### config.mk
export PLATFORM = sky130hd
export DESIGN_NAME = sdh_wbuf
export DESIGN_NICKNAME = d
export VERILOG_FILES = /design/src/rtl/sdh_pkg.sv /design/src/rtl/sdh_wbuf.sv
export SDC_FILE = /design/constraint.sdc
export NUM_CORES = 2
export LEC_CHECK = 0
export BUFFER_PORTS_ARGS = -buffer_cell sky130_fd_sc_hd__buf_2
export CAP_MARGIN = 0
export CELL_PAD_IN_SITES_DETAIL_PLACEMENT = 1
export CELL_PAD_IN_SITES_GLOBAL_PLACEMENT = 1
export CORE_MARGIN = 2
export CORE_UTILIZATION = 56
export DETAILED_ROUTE_END_ITERATION = 7
export PLACE_DENSITY_LB_ADDON = 0.12
export SYNTH_ARGS = -nofsm -noshare
export SYNTH_HDL_FRONTEND = slang
export SYNTH_SLANG_ARGS = --single-unit
### constraint.sdc
create_clock -name clock -period 3.8 [get_ports clock]
set_clock_uncertainty 0.15 [all_clocks]
set_input_delay 0.76 -clock clock [delete_from_list [all_inputs] [get_ports clock]]
set_output_delay 0.76 -clock clock [all_outputs]
set_load 0.005 [all_outputs]
### src/rtl/sdh_pkg.sv
package sdh_pkg;

   localparam int SECTOR_BYTES = 512;
   localparam int BUF_AW       = $clog2(SECTOR_BYTES);

   // request kinds
   localparam logic [2:0] FUNC_INIT  = 3'd0;
   localparam logic [2:0] FUNC_READ  = 3'd1;
   localparam logic [2:0] FUNC_LOAD  = 3'd2;
   localparam logic [2:0] FUNC_WRITE = 3'd3;
   localparam logic [2:0] FUNC_EXCH  = 3'd4;

   // configuration register indexes
   localparam logic [2:0] CSR_IDLE_RETRY  = 3'd0;
   localparam logic [2:0] CSR_COND_RETRY  = 3'd1;
   localparam logic [2:0] CSR_OPC_RETRY   = 3'd2;
   localparam logic [2:0] CSR_RESP_POLL   = 3'd3;
   localparam logic [2:0] CSR_DATA_POLL   = 3'd4;

   // card command indexes
   localparam logic [5:0] CMD_GO_IDLE  = 6'd0;
   localparam logic [5:0] CMD_IF_COND  = 6'd8;
   localparam logic [5:0] CMD_RD_BLOCK = 6'd17;
   localparam logic [5:0] CMD_WR_BLOCK = 6'd24;
   localparam logic [5:0] CMD_OP_COND  = 6'd41;
   localparam logic [5:0] CMD_APP      = 6'd55;
   localparam logic [5:0] CMD_READ_OCR = 6'd58;

   localparam logic [31:0] ARG_IF_COND = 32'h0000_01AA;
   localparam logic [31:0] ARG_HCS     = 32'h4000_0000;
   localparam logic [7:0]  CRC_CMD8    = 8'h87;
   localparam logic [7:0]  CRC_OTHER   = 8'h95;
   localparam logic [7:0]  TOKEN_START = 8'hFE;
   localparam logic [7:0]  IDLE_BYTE   = 8'hFF;
   localparam logic [4:0]  DRESP_MASKED_OK = 5'h05;

   typedef struct packed {
      logic [7:0]  idle_retry;
      logic [7:0]  cond_retry;
      logic [15:0] opc_retry;
      logic [7:0]  resp_poll;
      logic [15:0] data_poll;
   } sdh_cfg_type;

   typedef struct packed {
      logic       tx_valid;
      logic [7:0] tx_byte;
      logic       chip_select_n;
      logic       read_valid;
      logic [7:0] read_byte;
      logic       read_last;
      logic       done_res;
      logic       status;
      logic       high_capacity;
   } sdh_rsp_type;

   // byte n of the six-byte command frame
   function automatic logic [7:0] cmd_byte(input logic [5:0] idx, input logic [31:0] arg,
                                           input logic [9:0] n);
      logic [7:0] b;
      case (n)
         10'd0: b = {2'b01, idx};
         10'd1: b = arg[31:24];
         10'd2: b = arg[23:16];
         10'd3: b = arg[15:8];
         10'd4: b = arg[7:0];
         default: b = (idx == CMD_IF_COND) ? CRC_CMD8 : CRC_OTHER;
      endcase
      return b;
   endfunction

endpackage

### src/rtl/sdh_wbuf.sv
module sdh_wbuf (
   input  logic                       clock,
   input  logic                       wr_en,
   input  logic [sdh_pkg::BUF_AW-1:0] wr_addr,
   input  logic [7:0]                 wr_data,
   input  logic [sdh_pkg::BUF_AW-1:0] rd_addr,
   output logic [7:0]                 rd_data
);

   logic [7:0] mem_ff [sdh_pkg::SECTOR_BYTES];
   logic [7:0] rd_data_ff;

   always_ff @(posedge clock) begin
      if (wr_en) begin
         mem_ff[wr_addr] <= wr_data;
      end
      rd_data_ff <= mem_ff[rd_addr];
   end

   assign rd_data = rd_data_ff;

endmodule

==> metrics.txt <==
# IOs 36; Via density 6.68; Tot GR Track Use 0.323; Yosys cell types 51; Hold EP mem_ff[386][7]; worst-margin pin slew 1210 ps; CTS tree done; Slew Limit Headroom 0.192; Rows 196; syn nets 8058; Synth Warn # 0; cell area after synthesis 0.160 sq mm; Synth area leader edfxtp_1; worst endpoint required time 4550 ps; Clock Path Buffers 4; Max Cap Viol 0; worst hold path class in2reg; layout cells sized above 1 0.245; die area 0.290 sq mm; Synth Instances 8030; Core Area 0.285 sq mm; Hold Startpoint wr_data[7]; drt pass-1 iters 5; R2R Path End rd_data[3]; CP peak stage delay 720 ps; antenna violations before repair 32; Post CTS Setup Buffer Count 0; cts hold-fix bufs 0; Worst setup SP type input pin; critical-path cell list buf_12, buf_12, mux2i_1, o221ai_1, nor3_1, nor4_1, buf_4, o311ai_0, nor4_1, o2111a_1; drt initial violations 10500; CP Capture Type flip-flop; Final min period 3590 ps; Final Hold Fails 0; most common cell after layout, fill and taps aside edfxtp_1; CP max FO 69; pin count of the biggest net entering global routing 113; Hold WS 125 ps; commonest cells after routing, fill and taps aside edfxtp_1, buf_4, mux2i_1; Tcrit/Tclk final 0.944; GPL Wtd Cong 0.908; PortBufs 35; die extent in y 538 microns; filler instances 23200; fin util 0.647; Mapped Avg Cell Area 19.9 sq um; CP max stage cell nor4_1; synthesized flop and latch total 4104; Setup Viol. Count Final 0; CTS Sinks 4104; number of nets with antenna violations after detailed routing 0; reg2reg path depth 7; Starting Density 0.562; max-slew violation count 0; H-tree depth 5; nets 8936; run status finished, final reports clean; DRC viols 0; fmax 0.279 GHz; cell depth of the worst hold path 1; width of the chip 538 microns; Worst-Skew Late Latency 970 ps; routed wire length 469000 microns; worst r2r src mem_ff[289][3]; PwrDens 516 mW/mm^2; grt ovf 0; DP HPWL 301000 microns; critical path arrival 4330 ps; P&R area growth vs syn 15.2%; Synth top area share 0.769; Critical Path Source rd_addr[0]; R2R Setup Slk 600 ps; unrepaired setup endpoints after global routing false; drt wl/cell 36.0 microns; Root Buffer clkbuf_16; Vias 86900; Tot Pwr 95.1 mW; number of CTS-inserted buffers 410; Worst VDD drop 0.444 mV; Reg clk slew, reported paths 60 ps; sequential share of the synthesized area 0.770; vias in the first global route 90600; global-route wire length before repair 673000 microns; Setup Crit Path Kind in2reg; Post-CTS Resized 0; Static Leakage 60.3 nW; Area contributors post-synth edfxtp_1, mux4_2, mux2i_1
## stage by stage
| stage | instance area, sq um | setup slack [ps] | cells | TNS, ps |
|---|---|---|---|---|
| 2_1_floorplan | 160000 | 918 | 8030 | 0 |
| 3_3_place_gp | 171000 | -725 | 12300 | -3160 |
| 3_5_place_dp | 171000 | -704 | 12300 | -3140 |
| 4_1_cts | 184000 | 311 | 13000 | 0 |
| 5_1_grt | 184000 | 312 | 13000 | 0 |
| 6_report | 184000 | 214 | 13000 | 0 |
## how the worst max path moves through the flow
stage                       to  slack (ps)  depth (start not counted)
global route        rd_data[4]         310                         10
global placement    rd_data[4]        -720                         10
floorplan           rd_data[0]         920                         10
detailed placement  rd_data[4]        -700                         11
finish              rd_data[4]         210                         10
CTS                 rd_data[4]         310                         11
## cells by family after synthesis
kind of cell    after synthesis  synth area share
buf+inv                     516            0.0185
compound gates              979            0.0431
simple gates                980            0.0263
flops                      4104             0.770
mux                        1451             0.142
## synth_stat cells, drive strengths merged
cell type,number
and2,20
a211o,2
nor3,109
mux4,654
o2111a,8
o22ai,163
and3,4
a22oi,61
nand2b,4
nor4,36
mux2i,797
a2111oi,3
edfxtp,4096
nor2b,6
inv,3
clkbuf,265
o311ai,6
o41ai,7
nand3,36
nand2,111
or2,5
o21ai,119
o221ai,372
or3,6
a22o,5
a211oi,17
o22a,3
nor2,597
nor3b,8
and3b,4
nand3b,1
a21oi,194
a221oi,1
o31ai,13
o311a,1
dfxtp,8
o211ai,2
nand4,32
a31oi,2
buf,248
nor4b,1
## state kept, by name, indices dropped and copies added (netlist names)
signal   cells
mem_ff    4096
rd_data      8
## cell type report
class                      count  area [sq um]  area share
sequential                  4104        123000       0.669
multi-input combinational   3410         34000       0.185
clock buffer                 488         10700      0.0581
timing repair buffer         979          9090      0.0494
tap                         3762          4710      0.0256
clock inverter               270          2490      0.0135
inverter                       3          18.8    0.000102
antenna                        6          15.0   0.0000815
## worst max-delay path: cells and delay by family
family          cells  cell delay [ps]
compound gates      3              880
mux                 1              200
simple gates        3             1440
buf+inv             3              900
## routing by layer
metal | routed length [microns] | vias up | GRT usage
met5 | 136 | - | 0
met4 | 19900 | 20 | 0.122
met3 | 40200 | 913 | 0.0569
met2 | 228000 | 4488 | 0.523
met1 | 180000 | 46300 | 0.445
li1 | - | 35200 | -
## where the power goes
part | total (mW) | switching [mW] | internal (mW) | leakage (nW)
registers | 49.9 | 0.0859 | 49.8 | 36.9
clock network | 40.1 | 17.3 | 22.8 | 6.48
logic | 5.10 | 3.36 | 1.74 | 16.9
total | 95.1 | 20.8 | 74.4 | 60.3
Note: power is estimated with default switching activity, not from simulation.
