### config.mk
export PLATFORM = sky130hd
export DESIGN_NAME = sdh_core
export DESIGN_NICKNAME = d
export VERILOG_FILES = /design/src/rtl/sdh_pkg.sv /design/src/rtl/sdh_core.sv
export SDC_FILE = /design/constraint.sdc
export NUM_CORES = 1
export LEC_CHECK = 0
export BUFFER_PORTS_ARGS = -buffer_cell sky130_fd_sc_hd__buf_4
export CORE_UTILIZATION = 46
export CTS_CLUSTER_SIZE = 10
export DETAILED_ROUTE_END_ITERATION = 10
export MAX_ROUTING_LAYER = met4
export PLACE_DENSITY = 0.77
export SLEW_MARGIN = 25
export SYNTH_ARGS = -nofsm -noshare
export SYNTH_HDL_FRONTEND = slang
export SYNTH_SLANG_ARGS = --single-unit
export TNS_END_PERCENT = 100
### constraint.sdc
create_clock -name clock -period 6.3 [get_ports clock]
set_clock_uncertainty 0.1 [all_clocks]
set_input_delay 0 -clock clock [delete_from_list [all_inputs] [get_ports clock]]
set_output_delay 0 -clock clock [all_outputs]
set_load 0.1 [all_outputs]
### src/rtl/sdh_pkg.sv
package sdh_pkg;

   localparam int SECTOR_BYTES = 512;
   localparam int BUF_AW       = $clog2(SECTOR_BYTES);

   // request kinds
   localparam logic [2:0] FUNC_INIT  = 3'd0;
   localparam logic [2:0] FUNC_READ  = 3'd1;
   localparam logic [2:0] FUNC_LOAD  = 3'd2;
   localparam logic [2:0] FUNC_WRITE = 3'd3;
   localparam logic [2:0] FUNC_EXCH  = 3'd4;

   // configuration register indexes
   localparam logic [2:0] CSR_IDLE_RETRY  = 3'd0;
   localparam logic [2:0] CSR_COND_RETRY  = 3'd1;
   localparam logic [2:0] CSR_OPC_RETRY   = 3'd2;
   localparam logic [2:0] CSR_RESP_POLL   = 3'd3;
   localparam logic [2:0] CSR_DATA_POLL   = 3'd4;

   // card command indexes
   localparam logic [5:0] CMD_GO_IDLE  = 6'd0;
   localparam logic [5:0] CMD_IF_COND  = 6'd8;
   localparam logic [5:0] CMD_RD_BLOCK = 6'd17;
   localparam logic [5:0] CMD_WR_BLOCK = 6'd24;
   localparam logic [5:0] CMD_OP_COND  = 6'd41;
   localparam logic [5:0] CMD_APP      = 6'd55;
   localparam logic [5:0] CMD_READ_OCR = 6'd58;

   localparam logic [31:0] ARG_IF_COND = 32'h0000_01AA;
   localparam logic [31:0] ARG_HCS     = 32'h4000_0000;
   localparam logic [7:0]  CRC_CMD8    = 8'h87;
   localparam logic [7:0]  CRC_OTHER   = 8'h95;
   localparam logic [7:0]  TOKEN_START = 8'hFE;
   localparam logic [7:0]  IDLE_BYTE   = 8'hFF;
   localparam logic [4:0]  DRESP_MASKED_OK = 5'h05;

   typedef struct packed {
      logic [7:0]  idle_retry;
      logic [7:0]  cond_retry;
      logic [15:0] opc_retry;
      logic [7:0]  resp_poll;
      logic [15:0] data_poll;
   } sdh_cfg_type;

   typedef struct packed {
      logic       tx_valid;
      logic [7:0] tx_byte;
      logic       chip_select_n;
      logic       read_valid;
      logic [7:0] read_byte;
      logic       read_last;
      logic       done_res;
      logic       status;
      logic       high_capacity;
   } sdh_rsp_type;

   // byte n of the six-byte command frame
   function automatic logic [7:0] cmd_byte(input logic [5:0] idx, input logic [31:0] arg,
                                           input logic [9:0] n);
      logic [7:0] b;
      case (n)
         10'd0: b = {2'b01, idx};
         10'd1: b = arg[31:24];
         10'd2: b = arg[23:16];
         10'd3: b = arg[15:8];
         10'd4: b = arg[7:0];
         default: b = (idx == CMD_IF_COND) ? CRC_CMD8 : CRC_OTHER;
      endcase
      return b;
   endfunction

endpackage

### src/rtl/sdh_core.sv
module sdh_core (
   input  logic                       clock,
   input  logic                       reset,
   input  sdh_pkg::sdh_cfg_type       cfg,
   input  logic                       item_valid,
   input  logic [2:0]                 func,
   input  logic [31:0]                sector_address,
   input  logic [7:0]                 rx_byte,
   input  logic [7:0]                 buf_data,
   output logic [sdh_pkg::BUF_AW-1:0] buf_rd_addr,
   output logic                       buf_wr_en,
   output logic                       res_valid,
   output sdh_pkg::sdh_rsp_type       res
);

   localparam logic [4:0] PH_IDLE     = 5'd0;
   localparam logic [4:0] PH_INIT_CLK = 5'd1;
   localparam logic [4:0] PH_CMD_TX   = 5'd2;
   localparam logic [4:0] PH_CMD_POLL = 5'd3;
   localparam logic [4:0] PH_CMD_OCR  = 5'd4;
   localparam logic [4:0] PH_CMD_TAIL = 5'd5;
   localparam logic [4:0] PH_INIT_GAP = 5'd6;
   localparam logic [4:0] PH_RD_TOKEN = 5'd7;
   localparam logic [4:0] PH_RD_DATA  = 5'd8;
   localparam logic [4:0] PH_RD_TAIL  = 5'd9;
   localparam logic [4:0] PH_WR_TOKEN = 5'd10;
   localparam logic [4:0] PH_WR_DATA  = 5'd11;
   localparam logic [4:0] PH_WR_CRC   = 5'd12;
   localparam logic [4:0] PH_WR_RESP  = 5'd13;
   localparam logic [4:0] PH_WR_BUSY1 = 5'd14;
   localparam logic [4:0] PH_WR_GAP   = 5'd15;
   localparam logic [4:0] PH_WR_BUSY2 = 5'd16;

   localparam logic [9:0] SECTOR_CNT = 10'(sdh_pkg::SECTOR_BYTES);

   logic [4:0]  phase_ff, phase_in;
   logic        ba_ff, ba_in;
   logic        v2_ff, v2_in;
   logic [16:0] retry_ff, retry_in;
   logic [16:0] poll_ff, poll_in;
   logic [9:0]  bc_ff, bc_in;
   logic [5:0]  cidx_ff, cidx_in;
   logic [31:0] carg_ff, carg_in;
   logic [7:0]  lresp_ff, lresp_in;

   logic [9:0]  bc1;
   logic [16:0] rc1;
   logic        snd, do_start, do_fin, fin_st;
   logic [7:0]  snd_byte;
   logic [5:0]  st_idx;
   logic [31:0] st_arg;
   logic        rv, rl;
   logic [7:0]  rb;

   assign bc1 = bc_ff + 10'd1;
   assign rc1 = retry_ff + 17'd1;

   // next state and result for one item
   always_comb begin
      phase_in = phase_ff;
      ba_in    = ba_ff;
      v2_in    = v2_ff;
      retry_in = retry_ff;
      poll_in  = poll_ff;
      bc_in    = bc_ff;
      cidx_in  = cidx_ff;
      carg_in  = carg_ff;
      lresp_in = lresp_ff;
      snd      = 1'b0;
      snd_byte = sdh_pkg::IDLE_BYTE;
      do_start = 1'b0;
      st_idx   = sdh_pkg::CMD_GO_IDLE;
      st_arg   = '0;
      do_fin   = 1'b0;
      fin_st   = 1'b0;
      rv       = 1'b0;
      rb       = '0;
      rl       = 1'b0;
      buf_wr_en = 1'b0;

      if (item_valid) begin
         if (func == sdh_pkg::FUNC_EXCH) begin
            case (phase_ff)
               PH_INIT_CLK: begin
                  bc_in = bc1;
                  if (bc1 < 10'd10) begin
                     snd = 1'b1;
                  end else begin
                     retry_in = '0;
                     do_start = 1'b1;
                  end
               end
               PH_CMD_TX: begin
                  bc_in = bc1;
                  if (bc1 < 10'd6) begin
                     snd = 1'b1;
                     snd_byte = sdh_pkg::cmd_byte(cidx_ff, carg_ff, bc1);
                  end else begin
                     phase_in = PH_CMD_POLL;
                     poll_in = '0;
                     snd = 1'b1;
                  end
               end
               PH_CMD_POLL: begin
                  snd = 1'b1;
                  if (rx_byte == sdh_pkg::IDLE_BYTE && poll_ff <= {9'd0, cfg.resp_poll}) begin
                     poll_in = poll_ff + 17'd1;
                  end else begin
                     lresp_in = rx_byte;
                     bc_in = '0;
                     phase_in = (rx_byte == 8'd0 && cidx_ff == sdh_pkg::CMD_READ_OCR) ?
                                PH_CMD_OCR : PH_CMD_TAIL;
                  end
               end
               PH_CMD_OCR: begin
                  if (bc_ff == 10'd0) begin
                     ba_in = rx_byte[6];
                  end
                  bc_in = bc1;
                  if (bc1 >= 10'd4) begin
                     phase_in = PH_CMD_TAIL;
                  end
                  snd = 1'b1;
               end
               PH_CMD_TAIL: begin
                  // response handling per command
                  case (cidx_ff)
                     sdh_pkg::CMD_GO_IDLE: begin
                        if (lresp_ff == 8'd1) begin
                           phase_in = PH_INIT_GAP;
                           bc_in = '0;
                           snd = 1'b1;
                        end else if (retry_ff > {9'd0, cfg.idle_retry}) begin
                           do_fin = 1'b1;
                           fin_st = 1'b1;
                        end else begin
                           retry_in = rc1;
                           do_start = 1'b1;
                        end
                     end
                     sdh_pkg::CMD_IF_COND: begin
                        if (lresp_ff == 8'd1) begin
                           retry_in = '0;
                           do_start = 1'b1;
                           st_idx = sdh_pkg::CMD_APP;
                        end else if (retry_ff > {9'd0, cfg.cond_retry}) begin
                           v2_in = 1'b0;
                           retry_in = '0;
                           do_start = 1'b1;
                           st_idx = sdh_pkg::CMD_APP;
                        end else begin
                           retry_in = rc1;
                           do_start = 1'b1;
                           st_idx = sdh_pkg::CMD_IF_COND;
                           st_arg = sdh_pkg::ARG_IF_COND;
                        end
                     end
                     sdh_pkg::CMD_APP: begin
                        do_start = 1'b1;
                        st_idx = sdh_pkg::CMD_OP_COND;
                        st_arg = sdh_pkg::ARG_HCS;
                     end
                     sdh_pkg::CMD_OP_COND: begin
                        retry_in = rc1;
                        if (rc1 > {1'b0, cfg.opc_retry}) begin
                           do_fin = 1'b1;
                           fin_st = 1'b1;
                        end else if (lresp_ff != 8'd0) begin
                           do_start = 1'b1;
                           st_idx = sdh_pkg::CMD_APP;
                        end else begin
                           retry_in = '0;
                           ba_in = 1'b0;
                           if (v2_ff) begin
                              do_start = 1'b1;
                              st_idx = sdh_pkg::CMD_READ_OCR;
                           end else begin
                              do_fin = 1'b1;
                           end
                        end
                     end
                     sdh_pkg::CMD_READ_OCR: begin
                        if (lresp_ff == 8'd0 || retry_ff > {9'd0, cfg.cond_retry}) begin
                           do_fin = 1'b1;
                        end else begin
                           retry_in = rc1;
                           do_start = 1'b1;
                           st_idx = sdh_pkg::CMD_READ_OCR;
                        end
                     end
                     sdh_pkg::CMD_RD_BLOCK: begin
                        if (lresp_ff != 8'd0) begin
                           do_fin = 1'b1;
                           fin_st = 1'b1;
                        end else begin
                           phase_in = PH_RD_TOKEN;
                           poll_in = '0;
                           snd = 1'b1;
                        end
                     end
                     default: begin
                        if (lresp_ff != 8'd0) begin
                           do_fin = 1'b1;
                           fin_st = 1'b1;
                        end else begin
                           phase_in = PH_WR_TOKEN;
                           snd = 1'b1;
                           snd_byte = sdh_pkg::TOKEN_START;
                        end
                     end
                  endcase
               end
               PH_INIT_GAP: begin
                  bc_in = bc1;
                  if (bc1 < 10'd2) begin
                     snd = 1'b1;
                  end else begin
                     retry_in = '0;
                     do_start = 1'b1;
                     st_idx = sdh_pkg::CMD_IF_COND;
                     st_arg = sdh_pkg::ARG_IF_COND;
                  end
               end
               PH_RD_TOKEN: begin
                  if (rx_byte == sdh_pkg::TOKEN_START) begin
                     phase_in = PH_RD_DATA;
                     bc_in = '0;
                     snd = 1'b1;
                  end else if (poll_ff > {1'b0, cfg.data_poll}) begin
                     do_fin = 1'b1;
                     fin_st = 1'b1;
                  end else begin
                     poll_in = poll_ff + 17'd1;
                     snd = 1'b1;
                  end
               end
               PH_RD_DATA: begin
                  rl = (bc1 >= SECTOR_CNT);
                  bc_in = bc1;
                  if (rl) begin
                     phase_in = PH_RD_TAIL;
                     bc_in = '0;
                  end
                  snd = 1'b1;
                  rv = 1'b1;
                  rb = rx_byte;
               end
               PH_RD_TAIL: begin
                  bc_in = bc1;
                  if (bc1 < 10'd3) begin
                     snd = 1'b1;
                  end else begin
                     do_fin = 1'b1;
                  end
               end
               PH_WR_TOKEN: begin
                  phase_in = PH_WR_DATA;
                  bc_in = '0;
                  snd = 1'b1;
                  snd_byte = buf_data;
               end
               PH_WR_DATA: begin
                  bc_in = bc1;
                  snd = 1'b1;
                  if (bc1 < SECTOR_CNT) begin
                     snd_byte = buf_data;
                  end else begin
                     phase_in = PH_WR_CRC;
                     bc_in = '0;
                  end
               end
               PH_WR_CRC: begin
                  bc_in = bc1;
                  if (bc1 >= 10'd2) begin
                     phase_in = PH_WR_RESP;
                  end
                  snd = 1'b1;
               end
               PH_WR_RESP: begin
                  if (rx_byte[4:0] != sdh_pkg::DRESP_MASKED_OK) begin
                     do_fin = 1'b1;
                     fin_st = 1'b1;
                  end else begin
                     phase_in = PH_WR_BUSY1;
                     poll_in = '0;
                     snd = 1'b1;
                  end
               end
               PH_WR_BUSY1, PH_WR_BUSY2: begin
                  if (rx_byte != 8'd0) begin
                     if (phase_ff == PH_WR_BUSY2) begin
                        do_fin = 1'b1;
                     end else begin
                        phase_in = PH_WR_GAP;
                        snd = 1'b1;
                     end
                  end else if (poll_ff > {1'b0, cfg.data_poll}) begin
                     do_fin = 1'b1;
                     fin_st = 1'b1;
                  end else begin
                     poll_in = poll_ff + 17'd1;
                     snd = 1'b1;
                  end
               end
               PH_WR_GAP: begin
                  phase_in = PH_WR_BUSY2;
                  snd = 1'b1;
               end
               default: begin
                  phase_in = phase_ff;
               end
            endcase
         end else if (phase_ff == PH_IDLE) begin
            case (func)
               sdh_pkg::FUNC_INIT: begin
                  v2_in = 1'b1;
                  retry_in = '0;
                  bc_in = '0;
                  phase_in = PH_INIT_CLK;
                  snd = 1'b1;
               end
               sdh_pkg::FUNC_READ: begin
                  do_start = 1'b1;
                  st_idx = sdh_pkg::CMD_RD_BLOCK;
                  st_arg = sector_address;
               end
               sdh_pkg::FUNC_LOAD: begin
                  buf_wr_en = 1'b1;
               end
               sdh_pkg::FUNC_WRITE: begin
                  do_start = 1'b1;
                  st_idx = sdh_pkg::CMD_WR_BLOCK;
                  st_arg = sector_address;
               end
               default: begin
                  buf_wr_en = 1'b0;
               end
            endcase
         end

         // command launch: standard cards take a byte address
         if (do_start) begin
            cidx_in = st_idx;
            carg_in = (!ba_ff && (st_idx == sdh_pkg::CMD_RD_BLOCK ||
                                  st_idx == sdh_pkg::CMD_WR_BLOCK)) ? {st_arg[22:0], 9'd0}
                                                                   : st_arg;
            phase_in = PH_CMD_TX;
            bc_in = '0;
            snd = 1'b1;
            snd_byte = {2'b01, st_idx};
         end
         if (do_fin) begin
            phase_in = PH_IDLE;
         end
      end
   end

   assign res_valid = snd | do_fin;

   always_comb begin
      res.tx_valid      = snd;
      res.tx_byte       = snd ? snd_byte : sdh_pkg::IDLE_BYTE;
      res.chip_select_n = do_fin | phase_in == PH_INIT_CLK | phase_in == PH_INIT_GAP |
                          phase_in == PH_WR_GAP;
      res.read_valid    = rv;
      res.read_byte     = rb;
      res.read_last     = rl;
      res.done_res      = do_fin;
      res.status        = fin_st;
      res.high_capacity = ba_in;
   end

   // next byte to send from the buffer, looked up for the state being entered
   assign buf_rd_addr = (phase_in == PH_WR_TOKEN) ? '0 :
                        (bc_in[sdh_pkg::BUF_AW-1:0] + 1'b1);

   always_ff @(posedge clock) begin
      if (reset) begin
         phase_ff <= PH_IDLE;
         ba_ff    <= 1'b0;
         v2_ff    <= 1'b1;
         retry_ff <= '0;
         poll_ff  <= '0;
         bc_ff    <= '0;
         cidx_ff  <= '0;
         carg_ff  <= '0;
         lresp_ff <= '0;
      end else begin
         phase_ff <= phase_in;
         ba_ff    <= ba_in;
         v2_ff    <= v2_in;
         retry_ff <= retry_in;
         poll_ff  <= poll_in;
         bc_ff    <= bc_in;
         cidx_ff  <= cidx_in;
         carg_ff  <= carg_in;
         lresp_ff <= lresp_in;
      end
   end

endmodule

==> impl_metrics.py <==
metrics = {
    "status": {
        "outcome": "finished with violations",
        "violations": "negative hold slack",
    },
    "yosys": {
        "synthesis.instances": 1250,
        "syn_area_per_cell_um2": 7.16,
        "async_flop_share_pct": 0,
        "ys.warnings.count": 0,
        "synth_top_area_cell": "dfxtp_1",
        "synth_common_cells": "nor2_1 (167), a21oi_1 (109), dfxtp_1 (97)",
        "netlist_area_um2": 8950,
        "ys.flop_type": "dfxtp_1",
        "syn-num-nets": 1423,
        "yosysMostFrequentCell": "nor2_1",
        "ys_ff_latch": 97,
        "ys_seq_area_share_pct": 21.7,
        "yosys-top-cells-area": "dfxtp_1 (22%), ha_1 (8.8%), nor2_1 (7.0%), a21oi_1 (6.1%), nor3_1 (4.4%)",
        "synth_edf_count": 0,
        "yosysTopAreaCellShare_pct": 21.7,
        "synth_cell_types": 88,
    },
    "worst_setup_path": {
        "crit_fanout": 9,
        "crit_type": "reg -> out",
        "r2r_cells": 18,
        "cp_data_arrival_time_ps": 5710,
        "rr_startpoint": "retry_ff[2]",
        "startpoint_type": "flip-flop",
        "r2r_slack_ps": 1100,
        "setup.worst_path.start": "retry_ff[2]",
        "r2r_end": "retry_ff[8]",
        "cp-end-kind": "output pin",
        "crit_required_ps": 6200,
    },
    "grt": {
        "antenna_found_initial": 0,
        "grt_usage_pct": 29.4,
        "overflow": 0,
        "grt_pass1_wl_um": 46000,
        "grt_pass1_vias": 9104,
        "grt_max_degree": 79,
    },
    "route": {
        "first_pass_iters": 6,
        "drc": 0,
        "wire_per_inst_um": 17.4,
        "vias": 9917,
        "viasPerCell": 6.05,
        "ant_nets": 0,
        "wirelength_um": 28600,
        "first_iter_violations": 1092,
    },
    "layout": {
        "fill_cells": 1817,
        "final_area_um2": 10800,
        "stdcell_count": 1640,
        "seq_area_um2": 1940,
        "multi_input_area_um2": 6380,
        "drive_gt1_share_pct": 15.9,
        "nets": 1548,
        "syn2layout_area_growth_pct": 20.5,
        "insertedDiodeCount": 0,
    },
    "sta": {
        "final-setup-viol-count": 0,
        "whs_ps": -2.01,
        "slew-limit-headroom_pct": 37.3,
        "rsz0062_at_grt": "false",
        "drv_slew": 0,
        "worst_pin_slew_ps": 937,
        "fin_crit_sh_pct": 92.3,
        "fmax_mhz": 172,
        "fin_crit_ps": 5810,
        "setup_tns_ps": 0,
        "finalHoldViolCount": 1,
    },
    "power": {
        "cellPowerDensity_nw_per_um2": 139,
        "power_mw": 1.50,
        "power_leakage_nw": 4.39,
        "vdd_ir_drop_max_uv": 114,
    },
    "hold_path": {
        "hold_depth": 5,
        "holdCritStartpoint": "sector_address[16]",
        "hold_end": "carg_ff[25]",
        "hp-class": "in -> reg",
    },
    "floorplanning": {
        "initial_core_util_pct": 47.4,
        "die_x_um": 141,
        "placementRows": 50,
        "die-area_um2": 20000,
        "core_um2": 18900,
        "num_io_pins": 144,
        "die_h_um": 141,
    },
    "clocking": {
        "cts_setup_buffers": 0,
        "cts_max_path_buffers": 2,
        "cts_buffers": 9,
        "cts_tree": "built",
        "clkTransAtPathRegs_ps": 70,
        "clock-sinks": 97,
        "h-tree-depth": 3,
        "clock-root-buffer": "clkbuf_16",
        "insertion_delay_ps": 350,
    },
    "flow_run": {
        "cap_violations": 0,
    },
    "place": {
        "gp_congestion": 1.02,
        "place_inst": 1590,
        "placed_area_um2": 10100,
        "hpwl_um": 21400,
        "io_buffers": 143,
    },
}
==> worst max-delay path by stage <==
stage | end | slack [ps]
floorplan | res[20] | 430
global placement | buf_rd_addr[8] | 1010
detailed placement | buf_rd_addr[8] | 860
CTS | buf_rd_addr[8] | 460
global route | buf_rd_addr[7] | 140
finish | buf_rd_addr[7] | 490
==> logic make-up after synthesis <==
group	after synthesis	synth area share, %
adder cells (fa/ha/maj)	63	8.81
AO/OA/AOI/OAI	307	22.7
flip-flops	97	21.7
AND/OR/NAND/NOR	568	32.9
XOR/XNOR	35	3.42
buffers and inverters	151	7.20
multiplexers	29	3.24
==> through the flow <==
step,utilization [%],setup slack (ps)
floorplan,-,428
global placement,53.5,1010
detailed placement,53.5,858
CTS,57.0,463
global route,57.1,139
finish,57.1,485
==> flip-flops by register name, summed over array words and instances, names as in the netlist <==
name      count
carg_ff      32
poll_ff      17
retry_ff     17
bc_ff        10
lresp_ff      8
cidx_ff       6
phase_ff      5
ba_ff         1
v2_ff         1
==> power breakdown <==
part / switching, mW / internal [mW] / leakage [nW]
logic: 0.143 / 0.110 / 3.45
registers: 0.00691 / 0.620 / 0.783
clock network: 0.266 / 0.356 / 0.163
==> layout make-up <==
cell class / instances / share of cell area [%]
Sequential cell: 97 / 18.0
Tap cell: 260 / 3.02
Multi-Input combinational cell: 1002 / 59.2
Clock inverter: 7 / 0.986
Inverter: 73 / 2.54
Clock buffer: 9 / 2.09
Timing Repair Buffer: 192 / 14.2
==> cells in the final DEF, fill, tap and decap left out, types with 12 or more instances in the layout <==
cell type / n
buf_4: 158
or3_1: 12
nand2b_1: 12
xnor2_1: 26
a211oi_1: 12
dfxtp_1: 97
ha_1: 63
nor2b_1: 17
dlygate4sd3_1: 34
o21ai_0: 52
nor4_1: 25
nand2_1: 87
nor3_1: 79
nand4_1: 23
nor2_1: 166
mux2i_1: 29
and3_1: 21
nand3_1: 41
and2_1: 16
a21oi_1: 109
inv_1: 73
==> repair_timing <==
| action | CTS | global route |
|---|---|---|
| hold buffers | 34 | 0 |
| hold endpoints to repair | 26 | 0 |
| gates resized for setup | 0 | 2 |
| endpoints found under the setup margin | 0 | 2 |
==> worst max-delay path, cell delays in order, from the launching register on <==
cell and delay, ps:
dfxtp_1 480, nand3_1 200, nor2_1 260, and3_1 290
nand2_1 80, nor2_1 230, and3_1 270, xor2_1 200
ha_1 280, a21o_1 170, a221oi_1 280, a21oi_1 180
nor4_2 500, nor2_1 170, a21oi_4 320, nor3_1 130
a311oi_2 400, and4bb_1 400, nor3_2 220, buf_4 310
==> routing by layer <==
layer	wire, um	global-route usage, %	up-vias
li1	-	-	4805
met1	12800	39.0	4601
met2	12800	45.5	467
met3	2350	5.20	44
met4	609	8.94	0
met5	0	-	-
Note: power is estimated with default switching activity, not from simulation.
